===== config.mk =====
export PLATFORM = sky130hd
export DESIGN_NAME = sliding_window_trimmed_mean_unit
export DESIGN_NICKNAME = d
export VERILOG_FILES = /design/src/rtl/core/swtm_pkg.sv /design/src/rtl/core/swtm_div.sv /design/src/rtl/core/swtm_ctrl.sv /design/src/rtl/core/swtm_dp.sv /design/src/rtl/core/sliding_window_trimmed_mean_unit.sv
export SDC_FILE = /design/constraint.sdc
export NUM_CORES = 2
export LEC_CHECK = 0
export ABC_AREA = 1
export BUFFER_PORTS_ARGS = -buffer_cell sky130_fd_sc_hd__buf_4
export CAP_MARGIN = 20
export CORE_ASPECT_RATIO = 1.2
export CORE_MARGIN = 3
export CORE_UTILIZATION = 52
export DETAILED_ROUTE_END_ITERATION = 10
export PLACE_DENSITY = 0.69
export SKIP_LAST_GASP = 1
export SLEW_MARGIN = 20
export SYNTH_ARGS = -nofsm -noshare
export SYNTH_HDL_FRONTEND = slang
export SYNTH_SLANG_ARGS = --single-unit

===== constraint.sdc =====
create_clock -name clk -period 10 [get_ports clk]
set_input_delay 1 -clock clk [delete_from_list [all_inputs] [get_ports clk]]
set_output_delay 1 -clock clk [all_outputs]
set_load 0.05 [all_outputs]

===== src/rtl/core/swtm_pkg.sv =====
// Shared types and constants for the sliding-window trimmed mean unit.
// No dependencies; imported by the controller, datapath and top level.
package swtm_pkg;

  // register indexes on the configuration port
  localparam logic [0:0] REG_WINDOW_SIZE = 1'b0;
  localparam logic [0:0] REG_TRIM_COUNT  = 1'b1;

  localparam int WSIZE_BITS = 6;
  localparam int TRIM_BITS  = 4;
  localparam int AVG_BITS   = 16;

  localparam logic [WSIZE_BITS-1:0] WSIZE_RESET = 6'd32;
  localparam logic [TRIM_BITS-1:0]  TRIM_RESET  = 4'd1;

  typedef enum logic [2:0] {
    S_IDLE,
    S_REMOVE,
    S_INSERT,
    S_SUM,
    S_DIV,
    S_OUT
  } state_t;

  // controller to datapath
  typedef struct packed {
    logic start;
    logic remove;
    logic insert;
    logic sum_step;
    logic div_start;
    logic out_load;
  } cmd_t;

  // datapath to controller
  typedef struct packed {
    logic full;
    logic sum_done;
    logic div_busy;
    logic out_busy;
  } sts_t;

endpackage


===== src/rtl/core/swtm_div.sv =====
// Restoring divider, one quotient bit per cycle.
// Depends on nothing beyond its parameters.
module swtm_div #(
  parameter int SW = 21,
  parameter int DW = 6
) (
  input  logic          clk,
  input  logic          rst_n,
  input  logic          start,
  input  logic [SW-1:0] dividend,
  input  logic [DW-1:0] divisor,
  output logic          busy,
  output logic [SW-1:0] quotient
);

  localparam int CNTW = $clog2(SW + 1);

  logic            busy_r;
  logic [CNTW-1:0] cnt_r;
  logic [SW-1:0]   quot_r;
  logic [DW-1:0]   rem_r;
  logic [DW-1:0]   dvs_r;
  logic [DW:0]     rem_sh;
  logic            take;

  // trial subtraction
  assign rem_sh = {rem_r, quot_r[SW-1]};
  assign take   = rem_sh >= {1'b0, dvs_r};

  always_ff @(posedge clk) begin
    if (!rst_n) begin
      busy_r <= 1'b0;
      cnt_r  <= '0;
    end else if (start) begin
      busy_r <= 1'b1;
      cnt_r  <= CNTW'(SW);
    end else if (busy_r) begin
      cnt_r  <= cnt_r - 1'b1;
      if (cnt_r == CNTW'(1)) busy_r <= 1'b0;
    end
  end

  always_ff @(posedge clk) begin
    if (start) begin
      quot_r <= dividend;
      rem_r  <= '0;
      dvs_r  <= divisor;
    end else if (busy_r) begin
      quot_r <= {quot_r[SW-2:0], take};
      rem_r  <= take ? DW'(rem_sh - {1'b0, dvs_r}) : DW'(rem_sh);
    end
  end

  assign busy     = busy_r;
  assign quotient = quot_r;

endmodule


===== src/rtl/core/swtm_ctrl.sv =====
// Sequencer for the trimmed mean unit: one word at a time through
// remove, insert, sum, divide (if full), output. Uses swtm_pkg.
module swtm_ctrl (
  input  logic           clk,
  input  logic           rst_n,
  input  logic           in_valid,
  input  logic           out_ready,
  input  swtm_pkg::sts_t sts,
  output logic           in_ready,
  output swtm_pkg::cmd_t cmd
);
  import swtm_pkg::*;

  state_t state_r, state_nxt;
  logic   load;

  assign load = !sts.out_busy || out_ready;

  always_ff @(posedge clk) begin
    if (!rst_n) state_r <= S_IDLE;
    else        state_r <= state_nxt;
  end

  // next state
  always_comb begin
    state_nxt = state_r;
    unique case (state_r)
      S_IDLE:   if (in_valid) state_nxt = S_REMOVE;
      S_REMOVE: state_nxt = S_INSERT;
      S_INSERT: state_nxt = S_SUM;
      S_SUM: begin
        if (!sts.full)         state_nxt = S_OUT;
        else if (sts.sum_done) state_nxt = S_DIV;
      end
      S_DIV:    if (!sts.div_busy) state_nxt = S_OUT;
      S_OUT:    if (load) state_nxt = S_IDLE;
      default:  state_nxt = S_IDLE;
    endcase
  end

  // outputs
  always_comb begin
    cmd      = '0;
    in_ready = 1'b0;
    unique case (state_r)
      S_IDLE: begin
        in_ready  = 1'b1;
        cmd.start = in_valid;
      end
      S_REMOVE: cmd.remove = 1'b1;
      S_INSERT: cmd.insert = 1'b1;
      S_SUM: begin
        cmd.sum_step  = sts.full && !sts.sum_done;
        cmd.div_start = sts.full && sts.sum_done;
      end
      S_DIV:    ;
      S_OUT:    cmd.out_load = load;
      default:  ;
    endcase
  end

endmodule


===== src/rtl/core/swtm_dp.sv =====
// Datapath: sample ring, sorted cell row, middle sum and divider.
// Uses swtm_pkg and swtm_div.
module swtm_dp #(
  parameter int MAX_WINDOW  = 32,
  parameter int SAMPLE_BITS = 16
) (
  input  logic                               clk,
  input  logic                               rst_n,
  input  swtm_pkg::cmd_t                     cmd,
  input  logic                               clear,
  input  logic [swtm_pkg::WSIZE_BITS-1:0]    cfg_wsize,
  input  logic [swtm_pkg::TRIM_BITS-1:0]     cfg_trim,
  input  logic [SAMPLE_BITS-1:0]             in_sample,
  input  logic                               out_ready,
  output swtm_pkg::sts_t                     sts,
  output logic                               out_valid,
  output logic [swtm_pkg::AVG_BITS-1:0]      out_average,
  output logic                               out_ready_res
);
  import swtm_pkg::*;

  localparam int CW = $clog2(MAX_WINDOW + 1);
  localparam int PW = (MAX_WINDOW > 1) ? $clog2(MAX_WINDOW) : 1;
  localparam int SW = SAMPLE_BITS + CW;

  logic [SAMPLE_BITS-1:0] ring_mem [MAX_WINDOW];
  logic [SAMPLE_BITS-1:0] cell_r   [MAX_WINDOW];
  logic [SAMPLE_BITS-1:0] cell_nxt [MAX_WINDOW];
  logic [SAMPLE_BITS-1:0] rem_v    [MAX_WINDOW];
  logic [SAMPLE_BITS-1:0] ins_v    [MAX_WINDOW];

  logic [SAMPLE_BITS-1:0] s_r, ring_q_r;
  logic [CW-1:0]          w_r, t_r, fill_r, idx_r;
  logic [PW-1:0]          wp_r, wp_use;
  logic [SW-1:0]          sum_r, quot;
  logic                   out_valid_r, out_ready_res_r;
  logic [AVG_BITS-1:0]    out_average_r;
  logic [CW-1:0]          w_eff, t_eff, n_ins, wp_inc;
  logic                   full, div_busy;
  logic [31:0]            wx, tx;

  // effective window and trim from the registers
  always_comb begin
    wx = 32'(cfg_wsize);
    if (wx < 32'd3) wx = 32'd3;
    if (wx > 32'(MAX_WINDOW)) wx = 32'(MAX_WINDOW);
    tx = 32'(cfg_trim);
    if (2 * tx >= wx) tx = (wx - 32'd1) >> 1;
    w_eff = CW'(wx);
    t_eff = CW'(tx);
  end

  assign wp_use = ({1'b0, wp_r} >= (PW+1)'(w_eff)) ? '0 : wp_r;
  assign wp_inc = CW'(wp_r) + 1'b1;
  assign full   = fill_r >= w_r;
  assign n_ins  = full ? w_r - 1'b1 : fill_r;

  // removal of the oldest value: first match closes up from above
  always_comb begin
    logic found;
    found = 1'b0;
    for (int j = 0; j < MAX_WINDOW; j++) rem_v[j] = cell_r[j];
    for (int j = 0; j < MAX_WINDOW - 1; j++) begin
      if (CW'(j) < w_r && cell_r[j] == ring_q_r) found = 1'b1;
      if (found && CW'(j + 1) < w_r) rem_v[j] = cell_r[j + 1];
    end
  end

  // insertion: larger values move up one cell
  always_comb begin
    logic                   gt, gt_prev;
    logic [SAMPLE_BITS-1:0] prev_v;
    gt_prev = 1'b0;
    prev_v  = '0;
    for (int j = 0; j < MAX_WINDOW; j++) begin
      gt = CW'(j) < n_ins && cell_r[j] > s_r;
      if (gt_prev)                    ins_v[j] = prev_v;
      else if (gt || CW'(j) == n_ins) ins_v[j] = s_r;
      else                            ins_v[j] = cell_r[j];
      gt_prev = gt;
      prev_v  = cell_r[j];
    end
  end

  always_comb begin
    for (int j = 0; j < MAX_WINDOW; j++) begin
      if (cmd.remove && full) cell_nxt[j] = rem_v[j];
      else if (cmd.insert)    cell_nxt[j] = ins_v[j];
      else                    cell_nxt[j] = cell_r[j];
    end
  end

  always_ff @(posedge clk) begin
    for (int j = 0; j < MAX_WINDOW; j++) cell_r[j] <= cell_nxt[j];
  end

  // ring memory, registered read
  always_ff @(posedge clk) begin
    if (cmd.remove) ring_mem[wp_r] <= s_r;
    if (cmd.start)  ring_q_r <= ring_mem[wp_use];
  end

  // word capture, middle sum
  always_ff @(posedge clk) begin
    if (cmd.start) begin
      s_r <= in_sample;
      w_r <= w_eff;
      t_r <= t_eff;
    end
    if (cmd.insert) begin
      idx_r <= t_r;
      sum_r <= '0;
    end else if (cmd.sum_step) begin
      idx_r <= idx_r + 1'b1;
      sum_r <= sum_r + SW'(cell_r[idx_r[PW-1:0]]);
    end
  end

  // fill count and write pointer
  always_ff @(posedge clk) begin
    if (!rst_n || clear) begin
      fill_r <= '0;
      wp_r   <= '0;
    end else if (cmd.start) begin
      wp_r <= wp_use;
    end else if (cmd.insert) begin
      if (!full) fill_r <= fill_r + 1'b1;
      wp_r <= (wp_inc >= w_r) ? '0 : wp_inc[PW-1:0];
    end
  end

  swtm_div #(.SW(SW), .DW(CW)) u_div (
    .clk      (clk),
    .rst_n    (rst_n),
    .start    (cmd.div_start),
    .dividend (sum_r),
    .divisor  (w_r - {t_r[CW-2:0], 1'b0}),
    .busy     (div_busy),
    .quotient (quot)
  );

  // output register
  always_ff @(posedge clk) begin
    if (!rst_n) out_valid_r <= 1'b0;
    else if (cmd.out_load) out_valid_r <= 1'b1;
    else if (out_ready) out_valid_r <= 1'b0;
  end

  always_ff @(posedge clk) begin
    if (cmd.out_load) begin
      out_average_r   <= full ? AVG_BITS'(quot) : '0;
      out_ready_res_r <= full;
    end
  end

  assign sts.full     = full;
  assign sts.sum_done = idx_r == w_r - t_r;
  assign sts.div_busy = div_busy;
  assign sts.out_busy = out_valid_r;

  assign out_valid     = out_valid_r;
  assign out_average   = out_average_r;
  assign out_ready_res = out_ready_res_r;

endmodule


===== src/rtl/core/sliding_window_trimmed_mean_unit.sv =====
// Sliding-window trimmed mean: one word in, one result out, one at a time.
// With a full window, the delay is set by the serial middle sum and the bit-per-cycle
// divider; while the window fills, the sum and divide steps are skipped.
// The next word is taken on return to idle, once the previous one is through.
// A waiting result sits in the output register while the next word is taken.
// Sync active-low reset empties the window, settings go to 32 and 1; any write empties the window too.
module sliding_window_trimmed_mean_unit #(
  parameter int MAX_WINDOW  = 32,
  parameter int SAMPLE_BITS = 16
) (
  input  logic                          clk,
  input  logic                          rst_n,
  input  logic                          in_valid,
  output logic                          in_ready,
  input  logic [SAMPLE_BITS-1:0]        in_sample,
  output logic                          out_valid,
  input  logic                          out_ready,
  output logic [swtm_pkg::AVG_BITS-1:0] out_average,
  output logic                          out_ready_res,
  input  logic                          psel,
  input  logic                          penable,
  input  logic                          pwrite,
  input  logic [2:0]                    paddr,
  input  logic [31:0]                   pwdata,
  output logic [31:0]                   prdata,
  output logic                          pready
);
  import swtm_pkg::*;

  logic [WSIZE_BITS-1:0] wsize_r;
  logic [TRIM_BITS-1:0]  trim_r;
  logic                  cfg_we;
  cmd_t                  cmd;
  sts_t                  sts;

  // configuration registers
  assign pready = 1'b1;
  assign cfg_we = psel && penable && pwrite;

  always_ff @(posedge clk) begin
    if (!rst_n) begin
      wsize_r <= WSIZE_RESET;
      trim_r  <= TRIM_RESET;
    end else if (cfg_we) begin
      unique case (paddr[2])
        REG_WINDOW_SIZE: wsize_r <= pwdata[WSIZE_BITS-1:0];
        REG_TRIM_COUNT:  trim_r  <= pwdata[TRIM_BITS-1:0];
        default: ;
      endcase
    end
  end

  assign prdata = (paddr[2] == REG_TRIM_COUNT) ? 32'(trim_r) : 32'(wsize_r);

  swtm_ctrl u_ctrl (
    .clk       (clk),
    .rst_n     (rst_n),
    .in_valid  (in_valid),
    .out_ready (out_ready),
    .sts       (sts),
    .in_ready  (in_ready),
    .cmd       (cmd)
  );

  swtm_dp #(.MAX_WINDOW(MAX_WINDOW), .SAMPLE_BITS(SAMPLE_BITS)) u_dp (
    .clk           (clk),
    .rst_n         (rst_n),
    .cmd           (cmd),
    .clear         (cfg_we),
    .cfg_wsize     (wsize_r),
    .cfg_trim      (trim_r),
    .in_sample     (in_sample),
    .out_ready     (out_ready),
    .sts           (sts),
    .out_valid     (out_valid),
    .out_average   (out_average),
    .out_ready_res (out_ready_res)
  );

  // one word in flight at a time
  a_one_in_flight: assert property (@(posedge clk) disable iff (!rst_n)
    in_valid && in_ready |=> !in_ready)
    else $error("word taken while another is in flight");

  // a not-ready result carries a zero average
  a_zero_when_not_ready: assert property (@(posedge clk) disable iff (!rst_n)
    out_valid && !out_ready_res |-> out_average == '0)
    else $error("non-zero average without ready");

  // a stalled result holds until taken
  a_result_held: assert property (@(posedge clk) disable iff (!rst_n)
    out_valid && !out_ready |=> out_valid && $stable(out_average)
      && $stable(out_ready_res))
    else $error("result dropped or changed while stalled");

endmodule


# ---- After elaboration in Yosys (flattened, before gate mapping)
# Memory sizes are Yosys's and may differ from the RTL's. A register that Yosys moved wholly into a read port is not among the register bits.
# Index checks and enable logic that the tools add are counted.
dict set report totals {
  register_bits 138
  wordCells 584
  mem_count 2
  ram_bits 1024
}
# memory depth word_bits rd rd_clocked_by_memory_dff wr line_no
set mem_list {}
lappend mem_list {u_dp.cell_r 32 16 33 1 32 swtm_dp.sv:27} ;# logic [SAMPLE_BITS-1:0] cell_r [MAX_WINDOW];
lappend mem_list {u_dp.ring_mem 32 16 1 1 1 swtm_dp.sv:26} ;# logic [SAMPLE_BITS-1:0] ring_mem [MAX_WINDOW];
dict set report classes {
  n_bitwise 4
  addsub 10
  n_eq_ne 73
  muxes 225
  n_reduce_logical 147
  n_lt_le_gt_ge 103
}
# operator n
set op_table {}
lappend op_table {{2-to-1 mux 16 bit} 158}
lappend op_table {{greater-than comparator 16 bit} 32}
lappend op_table {{equality test 16 bit} 31}
lappend op_table {{less-than comparator 5 x 6 -> 1 bit, first input constant} 32}
lappend op_table {{logical AND 1 bit} 99}
lappend op_table {{equality test 5 x 6 -> 1 bit, first input constant} 16}
lappend op_table {{less-than comparator 4 x 6 -> 1 bit, first input constant} 16}
lappend op_table {{equality test 4 x 6 -> 1 bit, first input constant} 8}
lappend op_table {{less-than comparator 3 x 6 -> 1 bit, first input constant} 8}
lappend op_table {{2-to-1 mux 22 bit} 2}
lappend op_table {{2-to-1 mux 1 bit} 43}
lappend op_table {{2-to-1 mux 6 bit} 7}
lappend op_table {{2-to-1 mux 5 bit} 7}
lappend op_table {{logical OR 1 bit} 34}
lappend op_table {{equality test 3 x 6 -> 1 bit, first input constant} 4}
lappend op_table {{less-than comparator 1 x 6 -> 1 bit, first input constant} 4}
lappend op_table {{less-than comparator 2 x 6 -> 1 bit, first input constant} 4}
lappend op_table {{adder 22 x 16 -> 22 bit} 1}
lappend op_table {{one-hot mux 3 bit (6 select lines)} 1}
lappend op_table {{subtractor 6 bit} 3}
lappend op_table {{2-to-1 mux 3 bit} 5}
lappend op_table {{adder 6 x 1 -> 6 bit, second input constant} 2}
lappend op_table {{equality test 2 x 6 -> 1 bit, first input constant} 2}
lappend op_table {{greater-or-equal comparator 5 x 6 -> 1 bit} 2}
lappend op_table {{other kinds (28)} 41}

# ---- Depth between registers and ports, before layout
# An unclocked memory read counts as a cell.
dict set report depth {
  word_depth 37
  ltp_mapped 33
}

# ---- By module
# From an unflattened synthesis, not the netlist that was laid out.
dict set report unflattened {
  hier_cells 9139
  area_unflattened_um2 77944.8
}
# module n_inst seq_area_each_um2 cells_each area_per_inst_um2
set modules_own_cells {}
lappend modules_own_cells {swtm_dp 1 33542.2 8749 74885.6}
lappend modules_own_cells {swtm_div 1 1081.0 235 2045.7}
lappend modules_own_cells {sliding_window_trimmed_mean_unit 1 200.2 108 753.2}
lappend modules_own_cells {swtm_ctrl 1 60.1 47 260.2}

# ---- Least setup slack after synthesis
# Ideal clock, no wire load.
dict set report synth_path {
  path_kind {register -> register}
  start {register u_dp.s_r[15] (netlist name)}
  end {memory u_dp.cell_r[24][0] (enable)}
  slack_ns 4.763
  n_path_buf 2
  period_less_slack_ns 5.237
  t_arrival_ns 4.818
  setup_time_ns 0.419
  t_required_ns 9.581
  stages_incl_launch_ff 11
  path_cell_list {edfxtp_1 clkbuf_1 clkinv_1 ha_1 nand2_1 nor4_1 nand2_1 a221oi_1 nand2_1 buf_1 a311oi_1}
}
# item line_no
set synth_lines {}
lappend synth_lines {{to (decl)} swtm_dp.sv:27}

==> results.py <==
metrics = {
    "outcome": {
        "status": "finished, final reports clean",
    },
    "route": {
        "drtAntennaViolNets": 0,
        "vias": 71937,
        "drtIter0Drc": 10758,
        "drt_wl_total_mm": 308,
        "post_drt_wl_per_cell_um": 28.1,
        "via_per_inst": 6.57,
        "route.detailed.drc": 0,
        "firstDrtPassIters": 7,
    },
    "floorplan": {
        "core_area_um2": 148000,
        "die_w_um": 359,
        "dieHeight_um": 430,
        "fp-row-count": 154,
        "ios": 110,
        "die_area_um2": 155000,
        "start_util": 0.527,
    },
    "synthesis": {
        "synth-xor-area-share": 0.0351,
        "synth_compound_area_frac": 0.200,
        "synth_top_family_by_area": "compound AO/OA/AOI/OAI gates",
        "ys_seq_elements": 1183,
        "yosysWarningCount": 0,
        "async_flop_share": 0,
        "syn_area_per_cell_um2": 8.61,
        "synth-main-ff-cell": "edfxtp_1",
        "syn_area_um2": 77900,
        "synth-edff-count": 1119,
        "ys_types": 69,
        "synthCells": 9043,
        "muxShareOfSynthArea": 0.000145,
        "synth-simple-area-share": 0.151,
        "ys_seq_area_frac": 0.448,
        "synth-adder-area-share": 0.0937,
    },
    "power_and_ir_drop": {
        "peakVddDrop_uv": 214,
        "p_per_area_nw_per_um2": 175,
        "p_leak_nw": 34.0,
        "finalPower_mw": 14.9,
    },
    "setup_path": {
        "rr_startpoint": "u_dp.w_r[5]",
        "cp-end-kind": "flop",
        "crit_type": "flop to flop",
        "critPathMaxFanout": 28,
        "cp_data_required_time_ps": 10450,
        "reg2regPathDepth": 15,
        "cp.arrival_ps": 7590,
        "rr_endpoint": "u_dp.cell_r[10][11]",
        "r2r_slack_ps": 2860,
        "critPathLaunchType": "flop",
    },
    "cells_and_area": {
        "layout-drive-gt1-share": 0.0666,
        "nets": 9509,
        "layout_common_cells": "1496 x nand2_1, 1119 x edfxtp_1, 1093 x a21oi_1, 942 x o21ai_0, 775 x inv_1",
        "post-route-util": 0.575,
        "final_cells": 10943,
        "synthToLayoutAreaGrowth_pct": 9.18,
        "layout_commonest_cell": "nand2_1",
        "fillers": 12928,
        "design_area_um2": 85100,
    },
    "global_route": {
        "grt_use_total": 0.386,
        "grt_overflow": 0,
        "grt_pass1_wl_mm": 443,
        "antenna_found_initial": 13,
        "grt_max_degree": 228,
        "first_global_vias": 66516,
    },
    "sta": {
        "slew_headroom": 0.135,
        "slew_violations": 0,
        "rsz0062_at_grt": "false",
        "finalHoldViolCount": 0,
        "period_needed_ps": 7140,
        "setup_viol": 0,
        "fin_ws_ps": 2860,
        "fmax_ghz": 0.140,
        "worst_clock_skew_ps": 63.5,
        "tns_ps": 0,
        "fin_hold_ws_ps": 344,
        "post-route-period-util": 0.714,
        "tightest_slew_ps": 1280,
    },
    "clock_network": {
        "clk_path_buf_depth": 3,
        "cts.htree.levels": 4,
        "ctsHoldBuffers": 0,
        "clockRootBuffer": "clkbuf_16",
        "path_clk_slew_ps": 60,
        "cts_setup_buffers": 0,
        "ctsResizeCount": 0,
        "clkSinkCount": 1183,
        "cts_buffers": 134,
        "clk_latency_ps": 840,
        "tritoncts": "done",
    },
    "place": {
        "place_area_um2": 80200,
        "dp_cells": 10675,
        "dp_hpwl_mm": 204,
        "pre_cts_slack_ps": 3330,
        "place.port_buffers": 54,
        "gp_congestion": 1.03,
    },
    "worst_hold_path": {
        "whs_endpoint": "u_dp.s_r[11]",
        "hold_start": "in_sample[11]",
        "min_path_type": "input pin to flop",
        "whs_path_depth": 1,
    },
    "flow_run": {
        "cap_violations": 0,
    },
}
==> layer usage <==
layer  track usage  routed length, um  up-vias
li1              -                  -    31863
met1         0.454             106000    33800
met2         0.592             136000     4949
met3        0.0920              34000     1313
met4         0.340              31700       12
met5       0.00436                157        -
==> cells by family after synthesis <==
family | after synthesis
fa+ha+maj | 581
flops | 1183
mux | 1
other cells | 2
buf+inv | 1418
xor+xnor | 312
simple gates | 2778
compound gates | 2768
==> flip-flops by register name (all words and copies together) (netlist names), 3 cells and up, named ones only <==
register,count
u_dp.t_r,6
u_dp.sum_r,22
trim_r,4
u_dp.idx_r,6
u_dp.fill_r,6
u_dp.wp_r,5
u_dp.u_div.cnt_r,5
u_dp.out_average,16
u_dp.w_r,6
u_dp.ring_mem,512
u_dp.s_r,16
u_dp.u_div.quotient,22
u_ctrl.state_r,3
u_dp.cell_r,512
u_dp.u_div.dvs_r,6
u_dp.ring_q_r,16
wsize_r,6
u_dp.u_div.rem_r,6
==> cell usage after synthesis (all sizes together) (9+ instances only) <==
library cell | n | area (um2)
clkbuf | 471 | 1770
o22ai | 22 | 138
buf | 126 | 731
nor4 | 45 | 282
o211ai | 233 | 1750
a221oi | 24 | 210
a211oi | 34 | 255
clkinv | 11 | 41.3
inv | 810 | 3040
o21bai | 15 | 113
o221ai | 23 | 201
xnor2 | 142 | 1240
o21a | 9 | 67.6
a21oi | 1096 | 5490
o311ai | 66 | 578
xor2 | 170 | 1490
nor2 | 656 | 2550
edfxtp | 1119 | 33600
ha | 577 | 7220
a31oi | 212 | 1330
o21ai | 954 | 4770
a32oi | 18 | 158
a2111oi | 11 | 96.3
nand2 | 1502 | 5640
nand3 | 246 | 1260
nor3 | 111 | 561
dfxtp | 64 | 1280
nand4 | 198 | 1340
==> worst max path at each step <==
stage               cells past startpoint    startpoint                   to  slack, ps
CTS                                    15   u_dp.w_r[5]   u_dp.cell_r[10][4]       3300
global route                           31          flop       u_dp.sum_r[20]       2680
detailed placement                     15   u_dp.w_r[5]   u_dp.cell_r[10][8]       3330
global placement                       15   u_dp.w_r[5]   u_dp.cell_r[10][8]       3410
finish                                 15   u_dp.w_r[5]  u_dp.cell_r[10][11]       2860
floorplan                              10  u_dp.s_r[15]   u_dp.cell_r[24][0]       4760
==> critical path, stage by stage, from the launching register on <==
cell	delay, ps
edfxtp_1	350
buf_4	220
inv_1	400
ha_1	340
a21oi_1	150
o21a_1	140
nand3_1	390
o21ai_1	1000
nor2_2	330
inv_2	330
nor2_2	230
a221oi_1	750
nand2_1	760
o21ai_0	390
nor3_1	130
nor3_4	800
==> power breakdown <==
group          switching, mW  internal [mW]  total, mW
combinational           2.82           1.04       3.85
clock                   2.26           3.06       5.32
sequential             0.101           5.63       5.73
total                   5.18           9.72       14.9
==> cell type report <==
class,instances,area (um2),area share
Multi-Input combinational cell,6468,37800,0.444
Sequential cell,1183,34900,0.410
Clock buffer,153,3440,0.0405
Inverter,821,3110,0.0365
Tap cell,1950,2440,0.0287
Timing Repair Buffer,262,2080,0.0245
Clock inverter,90,1240,0.0146
Antenna cell,16,40.0,0.000471
(Power assumes the default switching activity.)
